$ cat src/rtl/ccwc_pkg.sv
// shared constants and controller/datapath types of the coin change way counter
`default_nettype none
package ccwc_pkg;

  localparam int TABLE_DEPTH_DEF = 1024;
  localparam int VAL_W           = 10;
  localparam int WAY_W           = 63;
  localparam logic [WAY_W-1:0] WAY_MAX = {WAY_W{1'b1}};

  typedef struct packed {
    logic load_coin;
    logic issue;
    logic read_tgt;
    logic load_result;
    logic clr_step;
  } ccwc_cmd_t;

  typedef struct packed {
    logic sweep_ok;
    logic last_coin;
    logic issue_last;
    logic clr_last;
    logic out_busy;
  } ccwc_stat_t;

endpackage
`default_nettype wire

$ cat src/rtl/ccwc_ctrl.sv
// controller state machine: sequences sweep, result read and table clear
`default_nettype none
module ccwc_ctrl (
  input  wire logic                  clk_i,
  input  wire logic                  rst_ni,
  input  wire logic                  in_valid_i,
  output logic                       in_ready_o,
  input  wire ccwc_pkg::ccwc_stat_t  stat_i,
  output ccwc_pkg::ccwc_cmd_t        cmd_o
);
  import ccwc_pkg::*;

  typedef enum logic [2:0] {
    ST_CLEAR,
    ST_IDLE,
    ST_SETUP,
    ST_SWEEP,
    ST_DRAIN,
    ST_READ,
    ST_RESULT
  } state_e;

  state_e state_q, state_d;
  logic   rdy_q;

  always_comb begin
    cmd_o   = '0;
    state_d = state_q;
    case (state_q)
      ST_CLEAR: begin
        cmd_o.clr_step = 1'b1;
        if (stat_i.clr_last) state_d = ST_IDLE;
      end
      ST_IDLE: begin
        if (in_valid_i && rdy_q) begin
          cmd_o.load_coin = 1'b1;
          state_d         = ST_SETUP;
        end
      end
      ST_SETUP: begin
        if (stat_i.sweep_ok)       state_d = ST_SWEEP;
        else if (stat_i.last_coin) state_d = ST_READ;
        else                       state_d = ST_IDLE;
      end
      ST_SWEEP: begin
        cmd_o.issue = 1'b1;
        if (stat_i.issue_last) state_d = ST_DRAIN;
      end
      ST_DRAIN: begin
        state_d = stat_i.last_coin ? ST_READ : ST_IDLE;
      end
      ST_READ: begin
        cmd_o.read_tgt = 1'b1;
        state_d        = ST_RESULT;
      end
      ST_RESULT: begin
        if (!stat_i.out_busy) begin
          cmd_o.load_result = 1'b1;
          state_d           = ST_CLEAR;
        end
      end
      default: state_d = ST_CLEAR;
    endcase
  end

  always_ff @(posedge clk_i or negedge rst_ni) begin
    if (!rst_ni) begin
      state_q <= ST_CLEAR;
      rdy_q   <= 1'b0;
    end else begin
      state_q <= state_d;
      rdy_q   <= (state_d == ST_IDLE);
    end
  end

  assign in_ready_o = rdy_q;

endmodule
`default_nettype wire

$ cat config.mk
export PLATFORM = sky130hd
export DESIGN_NAME = ccwc_ctrl
export DESIGN_NICKNAME = d
export VERILOG_FILES = /design/src/rtl/ccwc_pkg.sv /design/src/rtl/ccwc_ctrl.sv
export SDC_FILE = /design/constraint.sdc
export NUM_CORES = 1
export LEC_CHECK = 0
export ABC_AREA = 1
export BUFFER_PORTS_ARGS = -buffer_cell sky130_fd_sc_hd__buf_2
export CORE_AREA = 3 3 40 42
export DETAILED_ROUTE_END_ITERATION = 10
export DIE_AREA = 0 0 43 45
export GPL_ROUTABILITY_DRIVEN = 0
export GPL_TIMING_DRIVEN = 0
export SETUP_SLACK_MARGIN = 0.02
export SYNTH_ARGS = -nofsm -noshare
export SYNTH_HDL_FRONTEND = slang
export SYNTH_SLANG_ARGS = --single-unit
$ cat constraint.sdc
create_clock -name clk_i -period 0.95 [get_ports clk_i]
set_input_delay 0.1425 -clock clk_i [delete_from_list [all_inputs] [get_ports clk_i]]
set_output_delay 0.1425 -clock clk_i [all_outputs]
set_load 0.02 [all_outputs]
==> impl_metrics.env <==
export IMPL_clk_latency_ps=230
export IMPL_cts_sink_cnt=4
export IMPL_pin_count_of_the_biggest_net_entering_global_routing=6
export IMPL_tritoncts_clock_tree="built"
export IMPL_die_x_um=43
export IMPL_coreArea_um2=1280
export IMPL_dr_total_vias=360
export IMPL_routedWlPerCell_um=9.69
export IMPL_final_layout_size_suffix_gt1_share_pct=59.4
export IMPL_place_area_um2=387
export IMPL_violations="negative setup slack"
export IMPL_critical_path_slowest_cell="dfrtp_2"
export IMPL_fin_hold_ws_ps=187
export IMPL_placement_rows=13
export IMPL_number_of_global_route_vias_before_repair=352
export IMPL_reg2reg_setup_slack_ps=-220
export IMPL_timing_worst_slew_pin_value_ps=184
export IMPL_final_antenna_net_count=0
export IMPL_wl_um=814
export IMPL_min_path_type="in2reg"
export IMPL_maxSlewViolCount=0
export IMPL_total_inserted_antenna_cells=0
export IMPL_power_switching_mw=0.738
export IMPL_clock_power_share_pct=14.0
export IMPL_synth_seq_cells=4
export IMPL_number_of_antenna_violations_at_the_first_check_in_global_routing=0
export IMPL_switching_share_of_power_pct=45.5
export IMPL_synth_async_reset_ratio_pct=100
export IMPL_vdd_ir_drop_worst_v=0.00132
export IMPL_clk_pin_slew_ps=40
export IMPL_slew_limit_headroom_pct=87.7
export IMPL_hold_path_depth=3
export IMPL_io_pin_count=14
export IMPL_clock_tree_htree_level_count=1
export IMPL_syn_avg_cell_area_um2=6.14
export IMPL_worstSetupPathType="reg2out"
export IMPL_layout_core_utilization_pct=43.1
export IMPL_dieArea_um2=1940
export IMPL_ys_warn_count=0
export IMPL_synth_top_cells_by_count="nand2_1 (12), inv_1 (7), nor2_1 (7)"
export IMPL_netlist_top_cells_area="dfrtp_1 (36%), nand2_1 (16%), nand3_1 (11%)"
export IMPL_first_pass_iteration_count_of_the_detailed_router=2
export IMPL_power_density_nw_per_um2=2930
export IMPL_min_from="stat_i[3]"
export IMPL_cp_cell_sequence="nor4_4 -> buf_4"
export IMPL_power_frac_seq_pct=22.7
export IMPL_reg2reg_from="state_q[0]"
export IMPL_clock_tree_buffer_depth=2
export IMPL_count_of_flip_flops_with_a_built_in_enable_after_synthesis=0
export IMPL_grt_overflow_total=0
export IMPL_synth_sequential_area_ratio_pct=36.2
export IMPL_synthFlopType="dfrtp_1"
export IMPL_syn2layout_area_growth_pct=100
export IMPL_worst_path_largest_cell_delay_ps=440
export IMPL_critical_path_endpoint_type="output pin"
export IMPL_netlist_instances=45
export IMPL_cts_buffers_inserted=3
export IMPL_layout_min_cycle_time_ps=1240
export IMPL_pre_cts_ws_ps=-233
export IMPL_detail_route_drc_violations=0
export IMPL_layout_filler_cells=135
export IMPL_detailed_place_hpwl_um=567
export IMPL_clock_skew_ps=5.88
export IMPL_finalSetupTns_ps=-1980
export IMPL_grt_util_all_layers_pct=9.27
export IMPL_synthDistinctLibCells=11
export IMPL_max_cap_violations=0
export IMPL_synth_area_leader_cell="dfrtp_1"
export IMPL_yosys_top_cell_area_share_pct=36.2
export IMPL_nets=78
export IMPL_finalSetupViolations=9
export IMPL_worstSetupStartpointType="register"
export IMPL_routed_via_density=4.29
export IMPL_worstPathRequired_ps=810
export IMPL_combined_area_of_the_multi_input_logic_cells_um2=199
export IMPL_leakagePower_nw=0.309
export IMPL_place_port_buffers=13
export IMPL_netlist_area_um2=277
export IMPL_rr_endpoint="in_ready_o"
export IMPL_report_final_hold_viol_count=0
export IMPL_hold_worst_path_end="state_q[2]"
export IMPL_synth_most_common_cell="nand2_1"
export IMPL_finish_cell_count_without_fillers=84
export IMPL_max_freq_ghz=0.805
export IMPL_die_h_um=45
export IMPL_critical_path_max_fanout=3
export IMPL_postLayoutCellArea_um2=554
export IMPL_combPwrFrac_pct=63.3
export IMPL_total_power_mw=1.62
export IMPL_run_status="finished, violations left"
export IMPL_drt_initial_drc_count=4
export IMPL_worst_ep_arrival_time_ps=1100
export IMPL_place_inst=73
export IMPL_initial_utilization_pct=21.5
export IMPL_area_taken_by_flip_flops_and_latches_um2=104
export IMPL_clock_root_buffer="clkbuf_4"
export IMPL_reg2reg_depth=8
export IMPL_rsz0062_at_grt="true"
export IMPL_internal_power_mw=0.885
export IMPL_mappedNetlistNets=53
export IMPL_layout_worst_path_cycle_share_pct=131
export IMPL_worst_setup_slack_final_ps=-292
export IMPL_global_route_wire_length_before_repair_mm=1.34
==> metal layers <==
metal / part of all wire [%] / up-vias / GRT usage [%]
met3: 3.1 / 0 / 2.39
met2: 58 / 5 / 17.4
met5: 0 / - / 0
li1: - / 188 / -
met1: 39 / 167 / 9.25
met4: 0 / 0 / 5.42
==> power groups by stage <==
stage | clock network [mW] | registers [mW] | logic [mW]
after floorplan | 0 | 0.361 | 0.445
after global placement | 0 | 0.352 | 0.617
after detailed placement | 0 | 0.349 | 0.631
after CTS | 0.239 | 0.343 | 0.967
after global routing | 0.256 | 0.380 | 1.13
final | 0.227 | 0.368 | 1.03
==> layout make-up <==
cell class,instances,area share (%)
tap,15,3.39
timing repair buffer,20,29.8
clock buffer,4,4.74
inverter,9,7.45
multi-input combinational,32,35.9
sequential,4,18.7
==> kinds of logic (layout without fill, tap and decap cells) <==
kind of cell / Yosys count / after routing / synth area share [%]
compound gates: 1 / 1 / 1.81
flops: 4 / 4 / 36.2
simple gates: 31 / 31 / 49.8
buf+inv: 9 / 33 / 12.2
==> worst max-delay path: cells and delay by family, from the launching register on <==
family	cells	cell delay [ps]
flops	1	440
simple gates	1	260
buf+inv	1	170
==> flip-flops by register name, indices dropped and copies added, names as in the netlist <==
signal,flops
state_q,3
in_ready_o,1
==> cells in the final DEF, fill, tap and decap left out, drive strengths merged, types with 2 or more instances in the layout <==
| master | count |
|---|---|
| dfrtp | 4 |
| nor2 | 9 |
| inv | 9 |
| nand3 | 6 |
| nand2 | 12 |
| nand4 | 2 |
| buf | 19 |
| clkbuf | 4 |
==> what timing repair did <==
action,CTS,global route
pin swaps,8,8
buffers inserted,6,0
hold buffers,1,0
hold endpoints to repair,4,0
setup endpoints to repair,9,10
resized for setup,22,7
==> worst max path at each step <==
stage / end / cells past startpoint / startpoint / slack (ps)
after floorplan: in_ready_o / 7 / state_q[0] / -120
after global placement: in_ready_o / 7 / state_q[1] / -210
after detailed placement: in_ready_o / 7 / state_q[1] / -230
after CTS: cmd_o[1] / 2 / state_q[0] / -300
after global routing: cmd_o[1] / 2 / state_q[0] / -350
final: cmd_o[1] / 2 / state_q[0] / -290
No activity file was read; power rests on OpenSTA's default activity.
